## src/hdl/fwh_pkg.sv

```systemverilog
`timescale 1ns / 1ps

package fwh_pkg;

  localparam int unsigned MODE_W      = 2;
  localparam int unsigned VAL_W       = 7;
  localparam int unsigned BINS_W      = 7;
  localparam int unsigned IDX_OUT_W   = 6;
  localparam int unsigned TOTAL_W     = 32;
  localparam int unsigned APB_AW      = 2;
  localparam int unsigned APB_DW      = 32;

  localparam int unsigned VALUE_SPAN      = 100;
  localparam int unsigned RESET_BIN_COUNT = 10;

  // index = (value * recip) >> RECIP_SHIFT, exact while value * width < 2**RECIP_SHIFT
  localparam int unsigned RECIP_SHIFT = 14;
  localparam int unsigned DIV_W       = RECIP_SHIFT + 1;
  localparam int unsigned STEP_W      = $clog2(DIV_W + 1);
  localparam int unsigned PROD_W      = VAL_W + DIV_W;

  localparam logic [APB_AW-1:0] ADDR_BIN_COUNT = APB_AW'(0);

  typedef enum logic [MODE_W-1:0] {
    MODE_ADD   = 2'd0,
    MODE_DUMP  = 2'd1,
    MODE_CLEAR = 2'd2
  } mode_e;

  typedef enum logic [2:0] {
    ST_RUN,
    ST_DRAIN,
    ST_DUMP,
    ST_DIV_WIDTH,
    ST_DIV_RECIP
  } state_e;

  typedef struct packed {
    logic              start;
    logic [DIV_W-1:0]  dividend;
    logic [BINS_W-1:0] divisor;
  } div_req_t;

  typedef struct packed {
    logic             done;
    logic [DIV_W-1:0] quotient;
  } div_rsp_t;

endpackage

```

## src/hdl/fwh_if.sv

```systemverilog
`timescale 1ns / 1ps

interface fwh_smp_if;
  logic                       valid;
  logic                       ready;
  logic [fwh_pkg::MODE_W-1:0] mode;
  logic [fwh_pkg::VAL_W-1:0]  sample_value;

  modport source (output valid, mode, sample_value, input ready);
  modport sink (input valid, mode, sample_value, output ready);
endinterface

interface fwh_res_if;
  logic                          valid;
  logic                          ready;
  logic [fwh_pkg::IDX_OUT_W-1:0] bin_index;
  logic [fwh_pkg::TOTAL_W-1:0]   bin_total;
  logic                          last_bin;

  modport source (output valid, bin_index, bin_total, last_bin, input ready);
  modport sink (input valid, bin_index, bin_total, last_bin, output ready);
endinterface

```

## src/hdl/fixed_width_histogram.sv

```systemverilog
`timescale 1ns / 1ps

// Fixed-width histogram. Add and clear requests are taken one per cycle and run through a
// read-modify-write pipeline on a 1R1W bin memory, with forwarding of the previous write; a
// clear resets all per-bin valid flags together, so no clearing pass is needed after reset
// or clear. A dump request waits for the pipeline to drain, then streams bin_count results
// at one per cycle while the result side keeps up; no request is taken until the last read
// has been issued and handed over. A write to bin_count holds off requests while a shared
// one-bit-per-cycle divider works out the bin width (100 / bin_count) and then its reciprocal
// for the sample binning.

module fixed_width_histogram #(
  parameter int unsigned MAX_BINS    = 64,
  parameter int unsigned COUNT_WIDTH = 32
) (
  input  logic                         clk_i,
  input  logic                         rst_ni,
  fwh_smp_if.sink                      smp_i,
  fwh_res_if.source                    res_o,
  input  logic                         psel,
  input  logic                         penable,
  input  logic                         pwrite,
  input  logic [fwh_pkg::APB_AW-1:0]   paddr,
  input  logic [fwh_pkg::APB_DW-1:0]   pwdata,
  output logic [fwh_pkg::APB_DW-1:0]   prdata,
  output logic                         pready
);

  localparam int unsigned IDX_W       = (MAX_BINS > 1) ? $clog2(MAX_BINS) : 1;
  localparam int unsigned RESET_BINS  = (MAX_BINS < fwh_pkg::RESET_BIN_COUNT) ?
                                        MAX_BINS : fwh_pkg::RESET_BIN_COUNT;
  localparam int unsigned RESET_WIDTH = fwh_pkg::VALUE_SPAN / RESET_BINS;
  localparam int unsigned RESET_RECIP = (1 << fwh_pkg::RECIP_SHIFT) / RESET_WIDTH + 1;

  localparam int unsigned BW = fwh_pkg::BINS_W;
  localparam int unsigned DW = fwh_pkg::DIV_W;
  localparam int unsigned PW = fwh_pkg::PROD_W;

  fwh_pkg::state_e   state_q, state_d;
  fwh_pkg::div_req_t div_req;
  fwh_pkg::div_rsp_t div_rsp;

  logic [BW-1:0] bins_q, bins_d;
  logic [BW-1:0] width_q, width_d;
  logic [DW-1:0] recip_q, recip_d;
  logic [BW-1:0] cfg_raw, cfg_bins, div_width;
  logic          cfg_wr, acc;

  // pipeline
  logic          s1_vld_q, s1_vld_d, s1_clr_q, s1_clr_d;
  logic [PW-1:0] s1_prod_q, s1_prod_d;
  logic [BW-1:0] s1_raw, s1_idx;
  logic          s2_vld_q, s2_clr_q;
  logic [IDX_W-1:0] s2_idx_q;
  logic          fwd_add_q, fwd_clr_q;
  logic [IDX_W-1:0] fwd_idx_q;
  logic [COUNT_WIDTH-1:0] fwd_val_q;
  logic [COUNT_WIDTH-1:0] base, incr;

  // memory
  logic [COUNT_WIDTH-1:0] mem_q [MAX_BINS];
  logic [MAX_BINS-1:0]    valid_q;
  logic [COUNT_WIDTH-1:0] rdata_q;
  logic                   rd_hit_q;
  logic                   rd_en, wr_en;
  logic [IDX_W-1:0]       rd_addr;

  // dump
  logic [BW-1:0] cnt_q, cnt_d;
  logic          pend_q, pend_d, pend_last_q;
  logic [BW-1:0] pend_idx_q;
  logic          issue, move;
  logic          out_vld_q, out_last_q;
  logic [BW-1:0] out_idx_q;
  logic [COUNT_WIDTH-1:0] out_total_q;

  fwh_div u_div (
    .clk_i  (clk_i),
    .rst_ni (rst_ni),
    .req_i  (div_req),
    .rsp_o  (div_rsp)
  );

  assign pready = 1'b1;
  assign prdata = (paddr == fwh_pkg::ADDR_BIN_COUNT) ? fwh_pkg::APB_DW'(bins_q) : '0;
  assign cfg_wr = psel && penable && pwrite && (paddr == fwh_pkg::ADDR_BIN_COUNT);
  assign cfg_raw  = pwdata[BW-1:0];
  assign cfg_bins = (cfg_raw == '0) ? BW'(1) :
                    (32'(cfg_raw) > MAX_BINS) ? BW'(MAX_BINS) : cfg_raw;
  assign div_width = (div_rsp.quotient == '0) ? BW'(1) : div_rsp.quotient[BW-1:0];

  assign smp_i.ready = (state_q == fwh_pkg::ST_RUN);
  assign acc         = smp_i.valid && smp_i.ready;

  // clamp to the last bin in use
  assign s1_raw = s1_prod_q[fwh_pkg::RECIP_SHIFT +: BW];
  assign s1_idx = (s1_raw >= bins_q) ? (bins_q - BW'(1)) : s1_raw;

  assign move  = pend_q && (!out_vld_q || res_o.ready);
  assign issue = (state_q == fwh_pkg::ST_DUMP) && (cnt_q < bins_q) && (!pend_q || move);

  assign rd_en   = issue || (s1_vld_q && !s1_clr_q);
  assign rd_addr = issue ? cnt_q[IDX_W-1:0] : s1_idx[IDX_W-1:0];

  always_comb begin
    if (fwd_clr_q) begin
      base = '0;
    end else if (fwd_add_q && (fwd_idx_q == s2_idx_q)) begin
      base = fwd_val_q;
    end else begin
      base = rd_hit_q ? rdata_q : '0;
    end
    incr = (&base) ? base : base + COUNT_WIDTH'(1);
  end

  assign wr_en = s2_vld_q && !s2_clr_q;

  always_comb begin
    state_d   = state_q;
    bins_d    = bins_q;
    width_d   = width_q;
    recip_d   = recip_q;
    div_req   = '0;
    s1_vld_d  = 1'b0;
    s1_clr_d  = 1'b0;
    s1_prod_d = PW'(smp_i.sample_value) * PW'(recip_q);
    cnt_d     = cnt_q;
    pend_d    = pend_q;

    if (issue) begin
      cnt_d  = cnt_q + BW'(1);
      pend_d = 1'b1;
    end else if (move) begin
      pend_d = 1'b0;
    end

    case (state_q)
      fwh_pkg::ST_RUN: begin
        if (acc) begin
          case (smp_i.mode)
            fwh_pkg::MODE_ADD: begin
              s1_vld_d = 1'b1;
            end
            fwh_pkg::MODE_CLEAR: begin
              s1_vld_d = 1'b1;
              s1_clr_d = 1'b1;
            end
            fwh_pkg::MODE_DUMP: begin
              state_d = fwh_pkg::ST_DRAIN;
            end
            default: ;
          endcase
        end
      end
      fwh_pkg::ST_DRAIN: begin
        if (!s1_vld_q && !s2_vld_q) begin
          state_d = fwh_pkg::ST_DUMP;
          cnt_d   = '0;
        end
      end
      fwh_pkg::ST_DUMP: begin
        if ((cnt_q == bins_q) && (!pend_q || move)) begin
          state_d = fwh_pkg::ST_RUN;
        end
      end
      fwh_pkg::ST_DIV_WIDTH: begin
        if (div_rsp.done) begin
          width_d          = div_width;
          div_req.start    = 1'b1;
          div_req.dividend = DW'(1 << fwh_pkg::RECIP_SHIFT);
          div_req.divisor  = div_width;
          state_d          = fwh_pkg::ST_DIV_RECIP;
        end
      end
      fwh_pkg::ST_DIV_RECIP: begin
        if (div_rsp.done) begin
          recip_d = div_rsp.quotient + DW'(1);
          state_d = fwh_pkg::ST_RUN;
        end
      end
      default: begin
        state_d = fwh_pkg::ST_RUN;
      end
    endcase

    if (cfg_wr) begin
      bins_d           = cfg_bins;
      div_req.start    = 1'b1;
      div_req.dividend = DW'(fwh_pkg::VALUE_SPAN);
      div_req.divisor  = cfg_bins;
      state_d          = fwh_pkg::ST_DIV_WIDTH;
    end
  end

  always_ff @(posedge clk_i or negedge rst_ni) begin
    if (!rst_ni) begin
      state_q   <= fwh_pkg::ST_RUN;
      bins_q    <= BW'(RESET_BINS);
      width_q   <= BW'(RESET_WIDTH);
      recip_q   <= DW'(RESET_RECIP);
      s1_vld_q  <= 1'b0;
      s2_vld_q  <= 1'b0;
      fwd_add_q <= 1'b0;
      fwd_clr_q <= 1'b0;
      cnt_q     <= '0;
      pend_q    <= 1'b0;
      out_vld_q <= 1'b0;
    end else begin
      state_q   <= state_d;
      bins_q    <= bins_d;
      width_q   <= width_d;
      recip_q   <= recip_d;
      s1_vld_q  <= s1_vld_d;
      s2_vld_q  <= s1_vld_q;
      fwd_add_q <= wr_en;
      fwd_clr_q <= s2_vld_q && s2_clr_q;
      cnt_q     <= cnt_d;
      pend_q    <= pend_d;
      if (move) begin
        out_vld_q <= 1'b1;
      end else if (res_o.ready) begin
        out_vld_q <= 1'b0;
      end
    end
  end

  always_ff @(posedge clk_i) begin
    s1_clr_q  <= s1_clr_d;
    s1_prod_q <= s1_prod_d;
    s2_clr_q  <= s1_clr_q;
    s2_idx_q  <= s1_idx[IDX_W-1:0];
    fwd_idx_q <= s2_idx_q;
    fwd_val_q <= incr;
    if (issue) begin
      pend_idx_q  <= cnt_q;
      pend_last_q <= ((cnt_q + BW'(1)) == bins_q);
    end
    if (move) begin
      out_idx_q   <= pend_idx_q;
      out_last_q  <= pend_last_q;
      out_total_q <= rd_hit_q ? rdata_q : '0;
    end
  end

  always_ff @(posedge clk_i or negedge rst_ni) begin
    if (!rst_ni) begin
      valid_q <= '0;
    end else if (s2_vld_q && s2_clr_q) begin
      valid_q <= '0;
    end else if (wr_en) begin
      valid_q[s2_idx_q] <= 1'b1;
    end
  end

  always_ff @(posedge clk_i) begin
    if (wr_en) begin
      mem_q[s2_idx_q] <= incr;
    end
    if (rd_en) begin
      rdata_q  <= mem_q[rd_addr];
      rd_hit_q <= valid_q[rd_addr];
    end
  end

  assign res_o.valid     = out_vld_q;
  assign res_o.bin_index = out_idx_q[fwh_pkg::IDX_OUT_W-1:0];
  assign res_o.bin_total = fwh_pkg::TOTAL_W'(out_total_q);
  assign res_o.last_bin  = out_last_q;

  a_dump_drained: assert property (@(posedge clk_i) disable iff (!rst_ni)
    (state_q == fwh_pkg::ST_DUMP) |-> (!s1_vld_q && !s2_vld_q))
    else $error("dump running with add or clear still in flight");

  a_res_from_dump: assert property (@(posedge clk_i) disable iff (!rst_ni)
    $rose(out_vld_q) |-> $past(state_q == fwh_pkg::ST_DUMP))
    else $error("result raised outside a dump");

  a_div_owner: assert property (@(posedge clk_i) disable iff (!rst_ni)
    div_rsp.done |-> (state_q == fwh_pkg::ST_DIV_WIDTH || state_q == fwh_pkg::ST_DIV_RECIP))
    else $error("divider finished with no division outstanding");

endmodule

```

## src/hdl/fwh_div.sv

```systemverilog
`timescale 1ns / 1ps

module fwh_div (
  input  logic              clk_i,
  input  logic              rst_ni,
  input  fwh_pkg::div_req_t req_i,
  output fwh_pkg::div_rsp_t rsp_o
);

  logic [fwh_pkg::DIV_W-1:0]  quo_q, quo_d;
  logic [fwh_pkg::BINS_W-1:0] rem_q, rem_d;
  logic [fwh_pkg::BINS_W-1:0] dvs_q, dvs_d;
  logic [fwh_pkg::STEP_W-1:0] step_q, step_d;
  logic                       done_q, done_d;
  logic [fwh_pkg::BINS_W:0]   trial;
  logic [fwh_pkg::BINS_W:0]   diff;
  logic                       fits;

  assign trial = {rem_q, quo_q[fwh_pkg::DIV_W-1]};
  assign diff  = trial - {1'b0, dvs_q};
  assign fits  = (trial >= {1'b0, dvs_q});

  always_comb begin
    quo_d  = quo_q;
    rem_d  = rem_q;
    dvs_d  = dvs_q;
    step_d = step_q;
    done_d = 1'b0;
    if (req_i.start) begin
      quo_d  = req_i.dividend;
      rem_d  = '0;
      dvs_d  = req_i.divisor;
      step_d = fwh_pkg::STEP_W'(fwh_pkg::DIV_W);
    end else if (step_q != '0) begin
      rem_d  = fits ? diff[fwh_pkg::BINS_W-1:0] : trial[fwh_pkg::BINS_W-1:0];
      quo_d  = {quo_q[fwh_pkg::DIV_W-2:0], fits};
      step_d = step_q - fwh_pkg::STEP_W'(1);
      done_d = (step_q == fwh_pkg::STEP_W'(1));
    end
  end

  always_ff @(posedge clk_i or negedge rst_ni) begin
    if (!rst_ni) begin
      step_q <= '0;
      done_q <= 1'b0;
    end else begin
      step_q <= step_d;
      done_q <= done_d;
    end
  end

  always_ff @(posedge clk_i) begin
    quo_q <= quo_d;
    rem_q <= rem_d;
    dvs_q <= dvs_d;
  end

  assign rsp_o.done     = done_q;
  assign rsp_o.quotient = quo_q;

endmodule
```

## src/flat_wrapper.sv

```systemverilog
// flat-port wrapper written by rule: the top's interface ports become plain ports
module fixed_width_histogram_flat 
#(
  parameter int unsigned MAX_BINS    = 64,
  parameter int unsigned COUNT_WIDTH = 32
)
  (clk_i, rst_ni, psel, penable, pwrite, paddr, pwdata, prdata, pready, smp_i_valid, smp_i_mode, smp_i_sample_value, smp_i_ready, res_o_valid, res_o_bin_index, res_o_bin_total, res_o_last_bin, res_o_ready);
  fwh_smp_if smp_i_i ();
  fwh_res_if res_o_i ();
  input  logic clk_i;
  input  logic rst_ni;
  input  logic psel;
  input  logic penable;
  input  logic pwrite;
  input  logic [fwh_pkg::APB_AW-1:0] paddr;
  input  logic [fwh_pkg::APB_DW-1:0] pwdata;
  output logic [fwh_pkg::APB_DW-1:0] prdata;
  output logic pready;
  input wire logic [$bits(smp_i_i.valid)-1:0] smp_i_valid;
  input wire logic [$bits(smp_i_i.mode)-1:0] smp_i_mode;
  input wire logic [$bits(smp_i_i.sample_value)-1:0] smp_i_sample_value;
  output wire logic [$bits(smp_i_i.ready)-1:0] smp_i_ready;
  output wire logic [$bits(res_o_i.valid)-1:0] res_o_valid;
  output wire logic [$bits(res_o_i.bin_index)-1:0] res_o_bin_index;
  output wire logic [$bits(res_o_i.bin_total)-1:0] res_o_bin_total;
  output wire logic [$bits(res_o_i.last_bin)-1:0] res_o_last_bin;
  input wire logic [$bits(res_o_i.ready)-1:0] res_o_ready;
  assign smp_i_i.valid = smp_i_valid;
  assign smp_i_i.mode = smp_i_mode;
  assign smp_i_i.sample_value = smp_i_sample_value;
  assign smp_i_ready = smp_i_i.ready;
  assign res_o_valid = res_o_i.valid;
  assign res_o_bin_index = res_o_i.bin_index;
  assign res_o_bin_total = res_o_i.bin_total;
  assign res_o_last_bin = res_o_i.last_bin;
  assign res_o_i.ready = res_o_ready;
  fixed_width_histogram #(.MAX_BINS(MAX_BINS), .COUNT_WIDTH(COUNT_WIDTH)) u_core (.clk_i(clk_i), .rst_ni(rst_ni), .smp_i(smp_i_i), .res_o(res_o_i), .psel(psel), .penable(penable), .pwrite(pwrite), .paddr(paddr), .pwdata(pwdata), .prdata(prdata), .pready(pready));
endmodule
```

## config.mk

```make
export PLATFORM = sky130hd
export DESIGN_NAME = fixed_width_histogram_flat
export DESIGN_NICKNAME = d
export VERILOG_FILES = /design/src/hdl/fwh_pkg.sv /design/src/hdl/fwh_if.sv /design/src/hdl/fixed_width_histogram.sv /design/src/hdl/fwh_div.sv /design/src/flat_wrapper.sv
export SDC_FILE = /design/constraint.sdc
export NUM_CORES = 2
export LEC_CHECK = 0
export BUFFER_PORTS_ARGS = -buffer_cell sky130_fd_sc_hd__buf_4
export CORE_MARGIN = 8
export CORE_UTILIZATION = 25
export CTS_BUF_LIST = sky130_fd_sc_hd__clkbuf_8
export CTS_CLUSTER_DIAMETER = 40
export CTS_CLUSTER_SIZE = 40
export DETAILED_ROUTE_END_ITERATION = 6
export GPL_TIMING_DRIVEN = 0
export PLACE_DENSITY = 0.39
export SLEW_MARGIN = 15
export SYNTH_ARGS = -nofsm -noshare
export SYNTH_HDL_FRONTEND = slang
export SYNTH_SLANG_ARGS = --single-unit
```

## constraint.sdc

```tcl
create_clock -name clk_i -period 10.1 [get_ports clk_i]
set_input_delay 2.525 -clock clk_i [delete_from_list [all_inputs] [get_ports clk_i]]
set_output_delay 2.525 -clock clk_i [all_outputs]
set_load 0.02 [all_outputs]
```

After elaboration in Yosys (flattened, before gate mapping)
Memories as Yosys holds them, arrays and structs flattened. A register that Yosys moved wholly into a read port is not among the register bits.
Cells that the tools add are included.
Widths: inputs -> output; s select.
{ "word_totals": {"reg_bits": 250, "ramBits": 2048, "in_bits": 50, "elab_cells": 145, "n_memories": 1} }
{ "op_classes": {"addsub": 6, "multipliers": 1, "magnitude_cmp": 7, "n_eq_ne": 16, "muxes": 47, "n_bitwise": 1, "reduce_logical": 38} }
{ "memory_table": {"columns": ["memory", "depth", "width", "read_ports", "rd_clocked_by_memory_dff", "wr", "line_no", "text"], "rows": [
  ["u_core.mem_q", 64, 32, 1, 1, 1, "fixed_width_histogram.sv:61", "logic [COUNT_WIDTH-1:0] mem_q [MAX_BINS];"]
]} }
{ "ops": {"columns": ["cell", "n"], "rows": [
  ["$mux 32", 4],
  ["$mux 64", 2],
  ["$mux 23", 3],
  ["$or 64x64->64", 1],
  ["$mux 7", 8],
  ["$add 32x1->32 const B", 1],
  ["$reduce_and 32->1", 1],
  ["$mux 15", 2],
  ["$mul 7x15->21", 1],
  ["$mux 3", 7],
  ["$add 15x1->15 const B", 1],
  ["$logic_not 15->1", 1],
  ["$pmux 3 s5", 1],
  ["$eq 7x7->1", 2],
  ["$logic_and 1x1->1", 14],
  ["$lt 6x7->1 const B", 2],
  ["$mux 1", 14],
  ["$mux 6", 2],
  ["$ne 3x2->1 const B", 3],
  ["$ge 8x7->1", 1],
  ["$mux 4", 2],
  ["$reduce_bool 2->1", 4],
  ["$add 7x1->7 const B", 1],
  ["$ge 7x7->1", 1],
  ["other kinds (26)", 37]
]} }

Depth between registers and ports, before layout
{ "depth": {"ltp_word": 8, "mapped_depth": 21, "ltp_nobuf": 20} }

By module
From an unflattened synthesis, not the netlist that was laid out.
{ "hier_totals": {"hier_cells": 7101, "hier_area_um2": 96352.4} }
{ "by_module_without_submodules": {"columns": ["module", "n_inst", "cells_per_inst", "area_per_inst_um2", "seq_area_each_um2"], "rows": [
  ["fixed_width_histogram", 1, 6941, 94534.4, 67496.0],
  ["fwh_div", 1, 160, 1818.0, 925.9]
]} }

Worst setup path before layout
No wires, ideal clock.
{ "synth_timing": {"path_type": "input to register", "startpoint": "input smp_i_sample_value[1]", "endpoint": "register u_core.s1_prod_q[20]", "setup_ps": 72, "arrival_ps": 6930, "required_time_ps": 10028, "setup_slack_ps": 3098, "cell_stages": 17, "n_path_buf": 1, "cell_sequence": "clkbuf_1 and2_1 fa_1 fa_1 fa_1 inv_1 fa_1 inv_1 ha_1 or4_1 a2111oi_0 o21ai_0 a41o_1 a41o_1 o21a_1 nor2_1 xnor2_1"} }
{ "synth_via": {"elab_chain_cells": 1} }
{ "synth_lines": {"columns": ["element", "line_no", "text"], "rows": [
  ["start: declaration", "flat_wrapper.sv:21", "input wire logic [$bits(smp_i_i.sample_value)-1:0] smp_i_sample_value;"],
  ["$mul 7x15->21", "fixed_width_histogram.sv:126", "s1_prod_d = PW'(smp_i.sample_value) * PW'(recip_q);"],
  ["net u_core.s1_prod_d[20]", "fixed_width_histogram.sv:51", "logic [PW-1:0] s1_prod_q, s1_prod_d;"],
  ["end signal: assignment", "fixed_width_histogram.sv:229", "s1_prod_q <= s1_prod_d;"],
  ["end: declaration", "fixed_width_histogram.sv:51", null]
]} }
The timed path passes the listed nets, and every way through them passes these cells.
A chain may end at the register's enable or synchronous reset.

Final worst setup path
{ "layout_timing": {"startpoint": "input res_o_ready", "endpoint": "register u_core.rdata_q[18] (read register of u_core.mem_q) (data pin)"} }
{ "layout_via": {"elab_chain_cells": 5, "elab_cells_between_ends": 6} }
{ "layout_lines": {"columns": ["element", "line_no", "text"], "rows": [
  ["start: declaration", "flat_wrapper.sv:27", "input wire logic [$bits(res_o_i.ready)-1:0] res_o_ready;"],
  ["$logic_or 1x1->1 *", "fixed_width_histogram.sv:99", "assign move = pend_q && (!out_vld_q || res_o.ready);"],
  ["$logic_and 1x1->1 *", "fixed_width_histogram.sv:99", null],
  ["$logic_or 1x1->1 *", "fixed_width_histogram.sv:100", "assign issue = (state_q == fwh_pkg::ST_DUMP) && (cnt_q < bins_q) && (!pend_q || move);"],
  ["$logic_and 1x1->1 *", "fixed_width_histogram.sv:100", null],
  ["$mux 6 / $logic_or 1x1->1 (equally long branches)", "fixed_width_histogram.sv:103, fixed_width_histogram.sv:102", null],
  ["end: declaration", "fixed_width_histogram.sv:63", "logic [COUNT_WIDTH-1:0] rdata_q;"]
]} }
Every way passes the cells marked *; elsewhere a longest branch is shown, timed or not.

==> key figures <==
Route
  – Total number of vias: 69,687
  – DRC errors left: 4
  – Routed len/inst: 38.4 µm
  – DRT Wirelength: 504,000 µm
  – Via/cell ratio: 5.32
  – Antenna viol nets, final: 0
  – Drt first pass iters: 7
  – Iteration-0 DRC Markers: 11,090

Floorplanning
  – Die area: 0.404 mm²
  – Row Count: 227
  – Die height: 636 µm
  – Die width: 636 µm
  – Starting Density: 25.1%
  – Placeable Area: 0.382 mm²
  – Io pins: 124

GRT
  – First-pass GRT wire length: 646,000 µm
  – Gr busiest metal: met2
  – Total gr overflow: 0
  – Total track usage: 23.8%
  – M1 GR Usage: 31.3%
  – Vias in the first global route: 64,592
  – Initial antenna violation count: 81
  – Largest net degree at the start of global routing: 70
  – GRT met3 Usage: 6.63%
  – M2 GR Usage: 36.4%

Run status
  – Outcome: finished, violations left
  – Violated checks: DRC

Clock tree
  – CTS root buf: clkbuf_8
  – Hold_buf cts: 0
  – Sink Count: 2,316
  – CTS tree: built
  – CTS Buf Count: 406
  – Clock Path Buffers: 4
  – Post_cts resized: 0
  – Clock Latency Late Sink: 1170 ps
  – Postcts setup bufs: 0
  – Clock slew at reported path FFs: 60 ps
  – CTS HTree Levels: 5

Synthesis
  – Mean Syn Cell Area: 13.9 µm²
  – Sequential share of the synthesized area: 71.3%
  – Cells after Synth: 6,904
  – Mapped Area: 0.0960 mm²
  – Synth Warn #: 0
  – Primary FF master, synth: edfxtp_1
  – EDFF count, synth: 2,149
  – Asr flop ratio synth: 4.62%
  – Synth unique cells: 89
  – FF+latch count, synth: 2,316

Cells and area
  – Nets: 7,862
  – Fin cells: 13,110
  – Layout cells sized above 1: 19.4%
  – Final instance area: 0.119 mm²
  – Synth-to-Final Area Change: 24.1%
  – Final core occ: 31.2%

STA
  – F_max: 117 MHz
  – Worst-margin pin slew: 1370 ps
  – Fin crit share: 84.6%
  – Final min period: 8550 ps
  – Final setup vio count: 0
  – Pins over their slew limit: 0
  – Worst hold slack: 348 ps
  – Skew final: 106 ps
  – RSZ-0062 raised after global routing: false
  – Relative slew slack: 5.91%
  – Final Hold Fails: 0

Critical path
  – Worst-path fanout max: 10
  – WP data required: 10,720 ps
  – CP cell instances: buf_4 > and3b_1 > or4_1 > or3_4 > buf_6 > buf_2 > a31oi_1 > buf_2 > buf_1 > a221oi_1 > nand4b_1 > a2111oi_1 > nand3_1
  – CP max stage cell: a2111oi_1
  – CP max stage delay: 1110 ps
  – Setup crit start kind: primary input
  – Crit path kind: primary input to flop
  – Endpoint type of the worst setup path: flop
  – Critical Path AT: 9170 ps
  – Cell mode on critical path: buf_2

Placed design
  – Number of I/O port buffers: 70
  – Final GP Congestion: 0.916
  – Placed cell areas: 0.110 mm²
  – Cells after DPL: 12,313
  – DP HPWL: 366,000 µm

Job
  – MaxCap Viol Count: 0

Worst hold path
  – Min-delay worst type: flop to flop
==> registers in the layout, indices dropped and copies added, names as in the netlist, 3 cells and up <==
name	flops
u_core.s2_idx_q	6
u_core.fwd_val_q	32
u_core.u_div.step_q	4
u_core.pend_idx_q	6
u_core.recip_q	15
u_core.u_div.dvs_q	7
u_core.res_o.bin_total	32
u_core.u_div.quo_q	15
u_core.out_idx_q	6
u_core.valid_q	64
u_core.rdata_q	32
u_core.u_div.rem_q	7
u_core.cnt_q	7
u_core.mem_q	2048
u_core.fwd_idx_q	6
u_core.bins_q	7
u_core.state_q	3
u_core.s1_prod_q	7
==> cell families (layout without fill, tap and decap cells) <==
family,after synthesis,in the layout,synth area share [%]
compound gates,868,868,6.26
xor+xnor,73,73,0.666
fa+ha+maj,127,127,2.15
buf+inv,536,1646,2.81
flops,2316,2316,71.3
mux,488,488,5.15
other cells,2,60,0.00782
simple gates,2494,2494,11.7
==> layout by cell type (no fill, tap or decap), types with 65 or more instances in the layout <==
master    Yosys  routed
mux2i_1     458     457
inv_1        99     149
nor2_1      173     100
and2_1      121     120
a31oi_1     100      98
nor2_4        0      70
clkinv_2      0      67
nand2_1    1360    1360
buf_16        0     109
dfrtp_1      98      98
clkbuf_1     96      72
a221oi_1     73      65
edfxtp_1   2149    2149
a21o_1       67      67
o21ai_0     106     102
buf_2       224     233
clkbuf_8      0     411
nand3_1     524     524
a21oi_1     217     215
buf_12        0     103
buf_4        73     154
==> final timing paths <==
check / end / startpoint / slack [ps] / cells after the start
max: u_core.rdata_q[18] / res_o_ready / 1550 / 13
min: u_core.fwd_idx_q[2] / u_core.s2_idx_q[2] / 350 / 0
max reg2reg: u_core.rdata_q[18] / u_core.bins_q[5] / 2090 / 13
min reg2reg: u_core.fwd_idx_q[2] / u_core.s2_idx_q[2] / 350 / 0
max in group asynchronous: u_core.valid_q[42] / rst_ni / 7940 / 2
min in group asynchronous: u_core.bins_q[6] / rst_ni / 1330 / 1
==> stage by stage <==
stage,setup slack [ps],TNS [ps]
global route,1780,0
detailed placement,825,0
floorplan,3100,0
CTS,2000,0
finish,1550,0
global placement,-2110,-587440
==> routing by layer <==
layer	up-vias	wire [µm]	share of wire (%)
met4	44	27700	5.5
met3	1018	56000	11
li1	27502	-	-
met2	4689	219000	44
met1	36434	201000	40
met5	-	300	0.060
==> final cells by class <==
| class | instances | area [µm²] |
|---|---|---|
| Fill cell | 38146 | 263000 |
| Buffer | 435 | 2360 |
| Clock inverter | 350 | 3600 |
| Clock buffer | 411 | 5660 |
| Sequential cell | 2316 | 68400 |
| Tap cell | 5038 | 6300 |
| Inverter | 101 | 379 |
| Timing Repair Buffer | 349 | 6330 |
| Multi-Input combinational cell | 4076 | 26000 |
| Antenna cell | 34 | 85.1 |
==> synth_stat cells (9+ instances only) <==
cell type	number	area share [%]
clkbuf_1	96	0.38
o211ai_1	64	0.50
o21a_1	11	0.086
nor2_1	173	0.68
nand2b_1	13	0.085
ha_1	64	0.83
nand3b_1	30	0.23
a221oi_1	73	0.67
or4_1	19	0.15
a22oi_1	9	0.070
a21oi_1	217	1.1
and2_1	121	0.79
nand2_1	1360	5.3
o31a_1	9	0.082
and4_1	9	0.082
and3_1	56	0.36
o21ai_0	106	0.55
fa_1	63	1.3
inv_1	99	0.39
o2111ai_1	12	0.11
a211oi_1	23	0.18
a21o_1	67	0.52
a221o_1	47	0.49
dfrtp_1	98	2.6
edfxtp_1	2149	67
mux2i_1	458	4.8
nor3_1	46	0.24
nand3_1	524	2.7
a311oi_1	14	0.13
a32oi_1	32	0.29
nor4_1	19	0.12
buf_6	18	0.21
xnor2_1	43	0.39
dfxtp_1	60	1.3
a31oi_1	100	0.65
mux2_2	27	0.32
dfstp_2	9	0.25
xor2_1	30	0.27
nand4_1	64	0.42
buf_4	73	0.57
buf_2	224	1.2
a2111oi_0	14	0.13
or3_1	14	0.091
buf_1	24	0.094
==> critical path: cells and delay by family <==
kind	cells	cell delay [ps]
buf+inv	5	1980
simple gates	5	2120
compound gates	3	2490
Power is not shown: default switching activity piles up to over one toggle a cycle in this logic, so the estimate is an artifact.
